===== src/hdl/stbc_pkg.sv =====
// stbc_pkg: types, character codes and byte classes for the shell word bounds block.
// No dependencies; every other file imports it.

package stbc_pkg;

    localparam int unsigned POS_W = 13;
    localparam int unsigned BYTE_W = 8;

    typedef logic [POS_W-1:0] pos_t;
    typedef logic [BYTE_W-1:0] byte_t;

    // Longest line taken; later bytes are dropped and flagged.
    localparam pos_t MAX_LINE = pos_t'(4096);

    localparam byte_t CH_TAB = 8'h09;
    localparam byte_t CH_LF = 8'h0A;
    localparam byte_t CH_VT = 8'h0B;
    localparam byte_t CH_FF = 8'h0C;
    localparam byte_t CH_CR = 8'h0D;
    localparam byte_t CH_SPACE = 8'h20;
    localparam byte_t CH_DQUOTE = 8'h22;
    localparam byte_t CH_DOLLAR = 8'h24;
    localparam byte_t CH_AMP = 8'h26;
    localparam byte_t CH_SQUOTE = 8'h27;
    localparam byte_t CH_LPAREN = 8'h28;
    localparam byte_t CH_SEMI = 8'h3B;
    localparam byte_t CH_BSLASH = 8'h5C;
    localparam byte_t CH_BAR = 8'h7C;

    typedef enum logic [2:0] {
        MODE_NORMAL  = 3'd0,
        MODE_ESCAPE  = 3'd1,
        MODE_SQUOTE  = 3'd2,
        MODE_DSQUOTE = 3'd3,
        MODE_DQUOTE  = 3'd4,
        MODE_WAIT    = 3'd5,
        MODE_DONE    = 3'd6
    } scan_mode_t;

    // Quote/escape state of one scanner.
    typedef struct packed {
        scan_mode_t mode;
        logic       esc;
    } scan_state_t;

    // One scanner step: next state and whether the byte ended a word.
    typedef struct packed {
        scan_state_t state;
        logic        hit;
    } scan_step_t;

    localparam scan_state_t SCAN_IDLE = '{mode: MODE_NORMAL, esc: 1'b0};
    localparam scan_state_t SCAN_WAIT = '{mode: MODE_WAIT, esc: 1'b0};

    function automatic logic is_boundary(input byte_t b);
        return b inside {CH_SPACE, CH_TAB, CH_CR, CH_VT, CH_FF, CH_LF,
                         CH_SEMI, CH_BAR, CH_AMP, CH_LPAREN};
    endfunction

endpackage


===== src/hdl/stbc_if.sv =====
// stbc_line_if / stbc_bounds_if: valid/ready channels for line bytes and word bounds.
// Depends on stbc_pkg.

interface stbc_line_if;
    import stbc_pkg::*;

    logic  valid;
    logic  ready;
    byte_t line_byte;
    logic  is_last_byte;

    modport source (output valid, output line_byte, output is_last_byte, input ready);
    modport sink (input valid, input line_byte, input is_last_byte, output ready);
endinterface

interface stbc_bounds_if;
    import stbc_pkg::*;

    logic valid;
    logic ready;
    pos_t token_start;
    pos_t word_end;
    logic line_too_long;

    modport source (output valid, output token_start, output word_end,
                    output line_too_long, input ready);
    modport sink (input valid, input token_start, input word_end,
                  input line_too_long, output ready);
endinterface


===== src/hdl/stbc_scan_step.sv =====
// stbc_scan_step: one byte of quote/escape tracking for a word scanner.
// Depends on stbc_pkg.

module stbc_scan_step (
    input  stbc_pkg::scan_state_t cur,
    input  stbc_pkg::byte_t       b,
    input  logic                  active,
    input  logic                  dollar_quote,
    output stbc_pkg::scan_step_t  step
);
    import stbc_pkg::*;

    always_comb
    begin
        step.state = cur;
        step.hit = 1'b0;
        case (cur.mode)
            MODE_ESCAPE:
            begin
                step.state.mode = MODE_NORMAL;
            end
            MODE_SQUOTE:
            begin
                if (b == CH_SQUOTE)
                    step.state.mode = MODE_NORMAL;
            end
            MODE_DSQUOTE, MODE_DQUOTE:
            begin
                // bodies of these quotes honor backslash escapes
                if (cur.esc)
                    step.state.esc = 1'b0;
                else if (b == CH_BSLASH)
                    step.state.esc = 1'b1;
                else if (b == ((cur.mode == MODE_DQUOTE) ? CH_DQUOTE : CH_SQUOTE))
                    step.state.mode = MODE_NORMAL;
            end
            default:
            begin
                step.state.esc = 1'b0;
                if (b == CH_BSLASH)
                    step.state.mode = MODE_ESCAPE;
                else if (b == CH_SQUOTE)
                    step.state.mode = dollar_quote ? MODE_DSQUOTE : MODE_SQUOTE;
                else if (b == CH_DQUOTE)
                    step.state.mode = MODE_DQUOTE;
                else
                begin
                    step.state.mode = MODE_NORMAL;
                    step.hit = active;
                end
            end
        endcase
    end

endmodule


===== src/hdl/shell_token_bounds_at_cursor_top.sv =====
// shell_token_bounds_at_cursor_top: word bounds around a cursor in a shell command line.
// Depends on stbc_pkg, stbc_line_if/stbc_bounds_if and stbc_scan_step.
//
// Usage:
//   line_chan carries the command line one byte per request, the final byte
//   flagged by is_last_byte. Lines are at least one byte long. bounds_chan
//   returns one request per line, after its final byte: token_start, word_end
//   and line_too_long (set when the line ran past MAX_LINE bytes; the extra
//   bytes are dropped).
//   cursor is written through cfg_wen/cfg_wdata between lines.
// Timing:
//   A byte is captured in an input register, then the two scanners (start
//   and end) advance on it in one combinational step. The result lands in
//   an output register when the final byte is processed. One byte per cycle
//   sustained: line_chan stays ready while a result waits, and stalls only
//   when a final byte would need the output register while the previous
//   result is still unread.
// Reset:
//   rst_n clears the cursor to 0, both scanners and all per-line state.
//   The per-line state also returns to its start values after each final byte.

module shell_token_bounds_at_cursor_top (
    input  logic                 clk,
    input  logic                 rst_n,
    stbc_line_if.sink            line_chan,
    stbc_bounds_if.source        bounds_chan,
    input  logic                 cfg_wen,
    input  stbc_pkg::pos_t       cfg_wdata
);
    import stbc_pkg::*;

    // configuration
    pos_t cursor_reg;

    // input register
    logic  in_valid_reg;
    byte_t in_byte_reg;
    logic  in_last_reg;

    // per-line state
    pos_t        pos_reg, pos_next;
    byte_t       prev_reg, prev_next;
    logic        bs_odd_reg, bs_odd_next;
    logic        dollar_reg, dollar_next;
    scan_state_t start_st_reg, start_st_next;
    pos_t        start_off_reg, start_off_next;
    scan_state_t end_st_reg, end_st_next;
    pos_t        end_off_reg, end_off_next;
    logic        ovf_reg, ovf_next;

    // result register
    logic out_valid_reg, out_valid_next;
    pos_t res_start_reg, res_start_next;
    pos_t res_end_reg, res_end_next;
    logic res_ovf_reg, res_ovf_next;

    logic        proc;
    logic        active;
    logic        dollar_quote;
    scan_state_t end_in;
    scan_step_t  start_step;
    scan_step_t  end_step;

    // A final byte may only move on when the result slot is free this cycle.
    assign proc = in_valid_reg && (!in_last_reg || !out_valid_reg || bounds_chan.ready);
    assign line_chan.ready = !in_valid_reg || proc;

    // '(' glued to a preceding word byte is not a boundary
    assign active = is_boundary(in_byte_reg)
                    && !(in_byte_reg == CH_LPAREN && pos_reg != '0 && !is_boundary(prev_reg));
    assign dollar_quote = (in_byte_reg == CH_SQUOTE) && dollar_reg;

    // end scanner starts fresh at the cursor
    assign end_in = (end_st_reg.mode == MODE_WAIT && pos_reg == cursor_reg) ? SCAN_IDLE
                                                                           : end_st_reg;

    stbc_scan_step u_start_scan (
        .cur          (start_st_reg),
        .b            (in_byte_reg),
        .active       (active),
        .dollar_quote (dollar_quote),
        .step         (start_step)
    );

    stbc_scan_step u_end_scan (
        .cur          (end_in),
        .b            (in_byte_reg),
        .active       (active),
        .dollar_quote (dollar_quote),
        .step         (end_step)
    );

    always_comb
    begin
        pos_t        upd_pos;
        pos_t        upd_start_off;
        pos_t        upd_end_off;
        scan_state_t upd_start_st;
        scan_state_t upd_end_st;
        logic        upd_ovf;

        upd_pos = pos_reg;
        upd_start_off = start_off_reg;
        upd_end_off = end_off_reg;
        upd_start_st = start_st_reg;
        upd_end_st = end_st_reg;
        upd_ovf = ovf_reg;

        pos_next = pos_reg;
        prev_next = prev_reg;
        bs_odd_next = bs_odd_reg;
        dollar_next = dollar_reg;
        start_st_next = start_st_reg;
        start_off_next = start_off_reg;
        end_st_next = end_st_reg;
        end_off_next = end_off_reg;
        ovf_next = ovf_reg;

        res_start_next = res_start_reg;
        res_end_next = res_end_reg;
        res_ovf_next = res_ovf_reg;
        out_valid_next = out_valid_reg && !bounds_chan.ready;

        if (proc)
        begin
            if (pos_reg >= MAX_LINE)
            begin
                upd_ovf = 1'b1;
            end
            else
            begin
                if (pos_reg < cursor_reg)
                begin
                    upd_start_st = start_step.state;
                    if (start_step.hit)
                        upd_start_off = pos_reg + pos_t'(1);
                end

                upd_end_st = end_in;
                if (end_in.mode != MODE_WAIT && end_in.mode != MODE_DONE)
                begin
                    upd_end_st = end_step.state;
                    if (end_step.hit)
                    begin
                        upd_end_off = pos_reg;
                        upd_end_st.mode = MODE_DONE;
                    end
                end

                dollar_next = (in_byte_reg == CH_DOLLAR) && !bs_odd_reg;
                bs_odd_next = (in_byte_reg == CH_BSLASH) ? !bs_odd_reg : 1'b0;
                prev_next = in_byte_reg;
                upd_pos = pos_reg + pos_t'(1);
            end

            pos_next = upd_pos;
            start_st_next = upd_start_st;
            start_off_next = upd_start_off;
            end_st_next = upd_end_st;
            end_off_next = upd_end_off;
            ovf_next = upd_ovf;

            if (in_last_reg)
            begin
                out_valid_next = 1'b1;
                res_start_next = upd_start_off;
                res_ovf_next = upd_ovf;
                if (upd_end_st.mode == MODE_DONE)
                    res_end_next = upd_end_off;
                else if (cursor_reg >= upd_pos)
                    res_end_next = (cursor_reg > MAX_LINE) ? MAX_LINE : cursor_reg;
                else
                    res_end_next = upd_pos;

                // fresh line
                pos_next = '0;
                prev_next = '0;
                bs_odd_next = 1'b0;
                dollar_next = 1'b0;
                start_st_next = SCAN_IDLE;
                start_off_next = '0;
                end_st_next = SCAN_WAIT;
                end_off_next = '0;
                ovf_next = 1'b0;
            end
        end
    end

    always_ff @(posedge clk or negedge rst_n)
    begin
        if (!rst_n)
        begin
            cursor_reg <= '0;
            in_valid_reg <= 1'b0;
            out_valid_reg <= 1'b0;
            pos_reg <= '0;
            prev_reg <= '0;
            bs_odd_reg <= 1'b0;
            dollar_reg <= 1'b0;
            start_st_reg <= SCAN_IDLE;
            start_off_reg <= '0;
            end_st_reg <= SCAN_WAIT;
            end_off_reg <= '0;
            ovf_reg <= 1'b0;
        end
        else
        begin
            if (cfg_wen)
                cursor_reg <= cfg_wdata;
            if (line_chan.ready)
                in_valid_reg <= line_chan.valid;
            out_valid_reg <= out_valid_next;
            pos_reg <= pos_next;
            prev_reg <= prev_next;
            bs_odd_reg <= bs_odd_next;
            dollar_reg <= dollar_next;
            start_st_reg <= start_st_next;
            start_off_reg <= start_off_next;
            end_st_reg <= end_st_next;
            end_off_reg <= end_off_next;
            ovf_reg <= ovf_next;
        end
    end

    // payload registers, no reset
    always_ff @(posedge clk)
    begin
        if (line_chan.ready && line_chan.valid)
        begin
            in_byte_reg <= line_chan.line_byte;
            in_last_reg <= line_chan.is_last_byte;
        end
        res_start_reg <= res_start_next;
        res_end_reg <= res_end_next;
        res_ovf_reg <= res_ovf_next;
    end

    assign bounds_chan.valid = out_valid_reg;
    assign bounds_chan.token_start = res_start_reg;
    assign bounds_chan.word_end = res_end_reg;
    assign bounds_chan.line_too_long = res_ovf_reg;

endmodule

===== src/flat_wrapper.sv =====
// flat-port wrapper written by rule: the top's interface ports become plain ports
module shell_token_bounds_at_cursor_top_flat import stbc_pkg::*;
  (clk, rst_n, cfg_wen, cfg_wdata, line_chan_valid, line_chan_line_byte, line_chan_is_last_byte, line_chan_ready, bounds_chan_valid, bounds_chan_token_start, bounds_chan_word_end, bounds_chan_line_too_long, bounds_chan_ready);
  stbc_line_if line_chan_i ();
  stbc_bounds_if bounds_chan_i ();
  input  logic clk;
  input  logic rst_n;
  input  logic cfg_wen;
  input  stbc_pkg::pos_t cfg_wdata;
  input wire logic [$bits(line_chan_i.valid)-1:0] line_chan_valid;
  input wire logic [$bits(line_chan_i.line_byte)-1:0] line_chan_line_byte;
  input wire logic [$bits(line_chan_i.is_last_byte)-1:0] line_chan_is_last_byte;
  output wire logic [$bits(line_chan_i.ready)-1:0] line_chan_ready;
  output wire logic [$bits(bounds_chan_i.valid)-1:0] bounds_chan_valid;
  output wire logic [$bits(bounds_chan_i.token_start)-1:0] bounds_chan_token_start;
  output wire logic [$bits(bounds_chan_i.word_end)-1:0] bounds_chan_word_end;
  output wire logic [$bits(bounds_chan_i.line_too_long)-1:0] bounds_chan_line_too_long;
  input wire logic [$bits(bounds_chan_i.ready)-1:0] bounds_chan_ready;
  assign line_chan_i.valid = line_chan_valid;
  assign line_chan_i.line_byte = line_chan_line_byte;
  assign line_chan_i.is_last_byte = line_chan_is_last_byte;
  assign line_chan_ready = line_chan_i.ready;
  assign bounds_chan_valid = bounds_chan_i.valid;
  assign bounds_chan_token_start = bounds_chan_i.token_start;
  assign bounds_chan_word_end = bounds_chan_i.word_end;
  assign bounds_chan_line_too_long = bounds_chan_i.line_too_long;
  assign bounds_chan_i.ready = bounds_chan_ready;
  shell_token_bounds_at_cursor_top u_core (.clk(clk), .rst_n(rst_n), .line_chan(line_chan_i), .bounds_chan(bounds_chan_i), .cfg_wen(cfg_wen), .cfg_wdata(cfg_wdata));
endmodule

===== config.mk =====
export PLATFORM = sky130hd
export DESIGN_NAME = shell_token_bounds_at_cursor_top_flat
export DESIGN_NICKNAME = d
export VERILOG_FILES = /design/src/hdl/stbc_pkg.sv /design/src/hdl/stbc_if.sv /design/src/hdl/stbc_scan_step.sv /design/src/hdl/shell_token_bounds_at_cursor_top.sv /design/src/flat_wrapper.sv
export SDC_FILE = /design/constraint.sdc
export NUM_CORES = 1
export LEC_CHECK = 0
export BUFFER_PORTS_ARGS = -buffer_cell sky130_fd_sc_hd__buf_2
export CORE_MARGIN = 3
export CORE_UTILIZATION = 45
export DETAILED_ROUTE_END_ITERATION = 7
export PLACE_DENSITY = 0.61
export SYNTH_ARGS = -nofsm -noshare
export SYNTH_HDL_FRONTEND = slang
export SYNTH_HIERARCHICAL = 1
export SYNTH_SLANG_ARGS = --single-unit

===== constraint.sdc =====
create_clock -name clk -period 6.25 [get_ports clk]
set_input_delay 0.3125 -clock clk [delete_from_list [all_inputs] [get_ports clk]]
set_output_delay 0.3125 -clock clk [all_outputs]
set_load 0.02 [all_outputs]

==> results of run 1 <==
## critical path, delay by kind of cell (launching register included)
| family | cells | cell delay [ps] |
|---|---|---|
| AOI/OAI and AO/OA | 3 | 620 |
| adders and majority gates | 1 | 400 |
| DFF | 1 | 540 |
| and+or+nand+nor | 7 | 3260 |
| xor gates and xnor gates | 1 | 120 |
## power groups by stage
stage               combinational [mW]  clock [mW]  sequential, mW
finish                           0.365       0.575           0.890
global route                     0.407       0.620           0.901
CTS                              0.364       0.585           0.889
detailed placement               0.363           0           0.904
global placement                 0.356           0           0.899
floorplan                        0.250           0           0.897
## area by class of cell
type	instances	area, sq um	area share, %
Timing Repair Buffer	61	320.3	4.352
Sequential cell	109	2910	39.54
Multi-Input combinational cell	549	3500	47.54
Tap cell	184	230.2	3.128
Clock inverter	4	47.55	0.6459
Inverter	31	116.4	1.581
Clock buffer	12	236.5	3.213
## cells in the final DEF, fill, tap and decap left out, types with 12 or more instances in the layout
| cell | instances |
|---|---|
| a21oi_1 | 23 |
| a22oi_1 | 18 |
| and2_1 | 12 |
| buf_2 | 55 |
| dfrtp_1 | 71 |
| edfxtp_1 | 36 |
| ha_1 | 25 |
| inv_1 | 30 |
| nand2_1 | 116 |
| nand3_1 | 22 |
| nor2_1 | 32 |
| nor2b_1 | 14 |
| nor4_1 | 16 |
| o21ai_0 | 66 |
| o21ai_1 | 15 |
| xnor2_1 | 22 |
## metal layers
metal  GRT usage, %  vias to the layer above  routed length [um]
li1               -                     2740                   -
met1          31.55                     2734                8099
met2          33.77                      198                8125
met3          2.781                       32                 977
met4          9.238                        0                 472
met5              0                        -                   0
## final timing paths
path / from / end / cells past startpoint
worst max-delay path: u_core/pos_reg[6]$_DFFE_PN0P_ / u_core/end_off_reg[7]$_DFFE_PN0P_ / 12
worst min-delay path: line_chan_line_byte[0] / u_core/in_byte_reg[0]$_DFFE_PP_ / 1
worst max register to register: u_core/pos_reg[6]$_DFFE_PN0P_ / u_core/end_off_reg[7]$_DFFE_PN0P_ / 12
worst min register to register: u_core/end_st_reg[0]$_DFFE_PN0P_ / u_core/end_st_reg[0]$_DFFE_PN0P_ / 2
max in group asynchronous: rst_n / u_core/start_off_reg[7]$_DFFE_PN0P_ / 2
min in group asynchronous: rst_n / u_core/cursor_reg[11]$_DFFE_PN0P_ / 2
## logic make-up (layout without fill, tap and decap cells)
kind of cell | count (synthesis) | in the layout | share of synthesized area, %
and+or+nand+nor | 279 | 279 | 21.52
AOI/OAI and AO/OA | 206 | 206 | 20.21
DFF | 109 | 109 | 43.12
buffers and inverters | 83 | 108 | 5.098
xor gates and xnor gates | 27 | 27 | 3.615
adders and majority gates | 25 | 25 | 4.635
muxes | 12 | 12 | 1.798
==> results.cfg, run 1 <==
[drt]
drt-total-wl_um = 17670
drc = 0
num_vias = 5704
ant_nets = 0
vias_per_cell = 6.004
drt_iter0_drc = 625
first_pass_iters = 5
route.detailed.wl_per_inst_um = 18.60

[yosys]
yosysMostFrequentCell = nand2_1
ys.flop_type = dfrtp_1
synth_area_sq_um = 6749
postSynthCellCount = 741
synth_common_cells = nand2_1, dfrtp_1, o21ai_0, edfxtp_1, nor2_1
synth_seq_cells = 109
synth_cell_types = 77
avgSynthCellArea_sq_um = 9.108
synth_edf_count = 36
synth_top_area_cell = dfrtp_1
synth-seq-area-share_pct = 43.12
synthArstFlopShare_pct = 66.97
synth_top_area_share_pct = 26.33
synthTopCellsByArea = dfrtp_1, edfxtp_1, nand2_1
synth_warnings = 6
synth_nets = 793

[pwr]
p_int_mw = 1.267
switching_power_mw = 0.5626
power.leakage_nw = 3.028
seqPwrFrac_pct = 48.6
p_per_area_nw_per_um2 = 248.6
pwr-share-comb_pct = 19.9
p_total_mw = 1.830
p_sw_share_pct = 30.75
vdd_ir_drop_max_uv = 123.8
p_clk_share_pct = 31.4

[setup_path]
cp_cell_sequence = ha_1 -> nand4_2 -> nor4_4 -> a31oi_1 -> nor2_1 -> xnor2_1 -> nor4b_1 -> nor2b_1 -> nand2_1 -> nor2_1 -> a22oi_1 -> o21ai_1
worst_setup_path_start_kind = flop
crit_type = flop to flop
critical-path-max-stage-delay_ps = 930
crit_path_end_kind = flop
arrival_ps = 5330
cpMaxStageDelayCell = nor2_1
crit_top_cell = nor2_1
cp_max_fo = 24
ff2ff_setup_slack_ps = 1210
required_ps = 6540

[clocking]
cts_max_level = 3
cts_buffers = 9
post-cts-setup-buffers = 0
numClockSinks = 109
clk_latency_ps = 360
cts-root-buf = clkbuf_16
cts_resized = 0
ctsHoldBuffers = 0
clk_pin_slew_ps = 70
cts_max_path_buffers = 2
cts_tree = yes

[sta]
fin_skew_ps = 8.996
final_hold_viol_count = 0
final_max_slew_viol_count = 0
tightest_slew_ps = 1005
fmax_ghz = 0.1984
rsz0062_at_grt = no
slew_headroom_pct = 33.02
fin_crit_sh_pct = 80.64
tns_ps = 0
hold_ws_ps = 130.1
period_needed_ps = 5040
setup_viol = 0
setup_slack_ps = 1210

[placement]
post-place-ws_ps = 1340
dp_cells = 934
hpwl_um = 12420
dpl-instance-area_sq_um = 7077
place.gp.congestion = 0.9377
numPortBuffers = 55

[final_layout]
nets = 813
drive_above_1_share_pct = 13.05
instances_no_fill = 950
final_area_sq_um = 7361
diodes = 0
fillers = 1358
fin_util_pct = 50.45
syn_to_final_growth_pct = 9.066

[worst_hold_path]
hp-class = input pin to flop

[global_route]
first_global_vias = 5366
grt_usage_pct = 22.03
grt_first_pass_wirelength_um = 28590
grt_antenna_before_repair = 0
grt_max_degree = 74
grt-ovfl-total = 0

[die]
core_area_sq_um = 14590
die_h_um = 128.5
die_x_um = 128.5
dieArea_sq_um = 16500
initial_core_util_pct = 46.26
rows = 44
ios = 56

[run_status]
status = finished, final reports clean

[run]
cap_violations = 0
Note: power is estimated with default switching activity, not from simulation.
==> run 2, diff against run 1 <==
--- a/config.mk
+++ b/config.mk
@@ -9,7 +9,7 @@
 export CORE_MARGIN = 3
 export CORE_UTILIZATION = 45
 export DETAILED_ROUTE_END_ITERATION = 7
-export PLACE_DENSITY = 0.61
+export PLACE_DENSITY = 0.63
 export SYNTH_ARGS = -nofsm -noshare
 export SYNTH_HDL_FRONTEND = slang
 export SYNTH_HIERARCHICAL = 1
==> constraint.sdc (replaced) <==
create_clock -name clk -period 4.2 [get_ports clk]
set_input_delay 0.21 -clock clk [delete_from_list [all_inputs] [get_ports clk]]
set_output_delay 0.21 -clock clk [all_outputs]
set_load 0.02 [all_outputs]
==> run 2 against run 1 <==
Global-route usage is 0.073 points lower; critical path type unchanged; worst hold slack got worse by 100 ps; non-clock buffer count is 24 higher; utilization up 1.5 points; cell count rose by 2.5%; combinational power increased by 56%; sequential power rose by 48%; routed wire length grew 2.1%; count of clock-buffer cells in the layout decreased by 2.
==> results.cfg, run 2 (synthesized netlist as in run 1, its figures left out) <==
[final_layout]
nets = 837
final_common_cell = nand2_1
fillers = 1304
multi_input_area_sq_um = 3517
seq_area_sq_um = 2914
drive_above_1_share_pct = 16.96
final_cell_mix = nand2_1, dfrtp_1, o21ai_0
diodes = 0
syn_to_final_growth_pct = 12.35

[setup_path]
cp_cell_sequence = inv_1 -> ha_1 -> nand4_1 -> nor4_4 -> nand3_1 -> and2_2 -> xnor2_1 -> nor4b_1 -> nor2b_1 -> o22ai_1 -> o31ai_1 -> nand2b_1 -> buf_4 -> o211a_2 -> a22oi_1 -> o211ai_1
cp_max_fo = 15
cpMaxStageDelayCell = nor4b_1
crit_type = flop to flop
worst_setup_path_start_kind = flop
cp_top_family = simple AND/OR/NAND/NOR gates
arrival_ps = 4100
required_ps = 4300
critical_path_buf_inv_count = 2
critical-path-max-stage-delay_ps = 440
crit_path_end_kind = flop

[global_route]
grt-ovfl-total = 0
first_global_vias = 5545
grt_usage_pct = 21.95
grt_first_pass_wirelength_um = 28810
grt_max_degree = 51
grt_antenna_before_repair = 0

[die]
die_h_um = 128.5
ios = 56
core_area_sq_um = 14590
initial_core_util_pct = 46.26
dieArea_sq_um = 16500
die_x_um = 128.5
rows = 44

[sta]
tns_ps = 0
period_needed_ps = 3996
fin_skew_ps = 6.728
fin_crit_sh_pct = 95.15
final_max_slew_viol_count = 0
final_hold_viol_count = 0
rsz0062_at_grt = no
fmax_ghz = 0.2502
tightest_slew_ps = 804.4
setup_viol = 0
slew_headroom_pct = 46.37

[clocking]
numClockSinks = 109
clk_latency_ps = 360
cts_max_path_buffers = 2
cts_tree = yes
cts_max_level = 3
cts-root-buf = clkbuf_16
cts_buffers = 9
clk_pin_slew_ps = 80

[drt]
drt_iter0_drc = 527
drt-total-wl_um = 18040
ant_nets = 0
vias_per_cell = 6.031
first_pass_iters = 8
drc = 0
route.detailed.wl_per_inst_um = 18.52
num_vias = 5874

[run_status]
status = finished, final reports clean

[placement]
numPortBuffers = 55
hpwl_um = 12610
place.gp.congestion = 0.9971

[pwr]
p_per_area_nw_per_um2 = 364.1
power.leakage_nw = 3.145
vdd_ir_drop_max_uv = 236.6
p_total_mw = 2.761

[run]
cap_violations = 0

[worst_hold_path]
hp-class = input pin to flop
==> run 2: final cells by class <==
type	count	area share, %
flip-flops and latches	109	38.43
clock inverters	6	0.9571
clock buffers	10	3.020
multi-input cells	549	46.39
inverters	31	1.535
well taps	184	3.036
repair buffers	85	6.634
==> run 2: routing by layer <==
metal	up-vias	routed length, um	part of all wire [%]	global-route usage, %
met1	2827	7532	42	28.75
met5	-	0	0	0
met2	220	8871	49	36.16
li1	2790	-	-	-
met4	0	492	2.7	8.552
met3	37	1143	6.3	4.068
==> run 2: timing repair <==
action                                  in CTS  in global routing
hold buffers                                 1                  0
resized for setup                            0                  9
hold endpoints to repair                    30                  0
endpoints found under the setup margin       0                 23
setup buffers                                0                  6
==> run 2: report_power, final <==
group	internal [mW]	switching, mW
logic	0.220	0.350
registers	1.22	0.0987
clock network	0.468	0.404
total	1.91	0.852
==> run 2: worst register-to-register path, stage by stage, from the launching register on <==
cell      delay (ps)
dfrtp_2          420
inv_1            110
ha_1             320
nand4_1          160
nor4_4           410
nand3_1          150
and2_2           260
xnor2_1          190
nor4b_1          440
nor2b_1          110
o22ai_1          160
o31ai_1          100
nand2b_1         230
buf_4            220
o211a_2          190
a22oi_1          170
o211ai_1         110
==> run 2: path summary, 6_finish.rpt <==
path | slack [ps] | cells after the start | startpoint | endpoint
setup / recovery | 200 | 16 | u_core/cursor_reg[1]$_DFFE_PN0P_ | u_core/bounds_chan.word_end[0]$_DFFE_PP_
hold / removal | 30 | 1 | line_chan_line_byte[5] | u_core/in_byte_reg[5]$_DFFE_PP_
hold reg to reg | 500 | 2 | u_core/end_st_reg[0]$_DFFE_PN0P_ | u_core/end_st_reg[0]$_DFFE_PN0P_
min in group asynchronous | 470 | 2 | rst_n | u_core/cursor_reg[11]$_DFFE_PN0P_
max in group asynchronous | 2640 | 3 | rst_n | u_core/pos_reg[1]$_DFFE_PN0P_
setup reg to reg | 200 | 16 | u_core/cursor_reg[1]$_DFFE_PN0P_ | u_core/bounds_chan.word_end[0]$_DFFE_PP_
==> run 2: per-stage QoR <==
step | cell area (sq um) | hold WS, ps | setup slack, ps | utilization (%) | cells
after floorplan | 6749 | -85.59 | 328.7 | - | 741
after global placement | 7204 | 346.1 | 211.9 | 49.38 | 951
after detailed placement | 7204 | 349.5 | 33.63 | 49.38 | 951
after CTS | 7516 | 10.07 | 13.55 | 51.52 | 968
after global routing | 7582 | 14.67 | 19.54 | 51.97 | 974
final | 7582 | 27.15 | 203.5 | 51.97 | 974
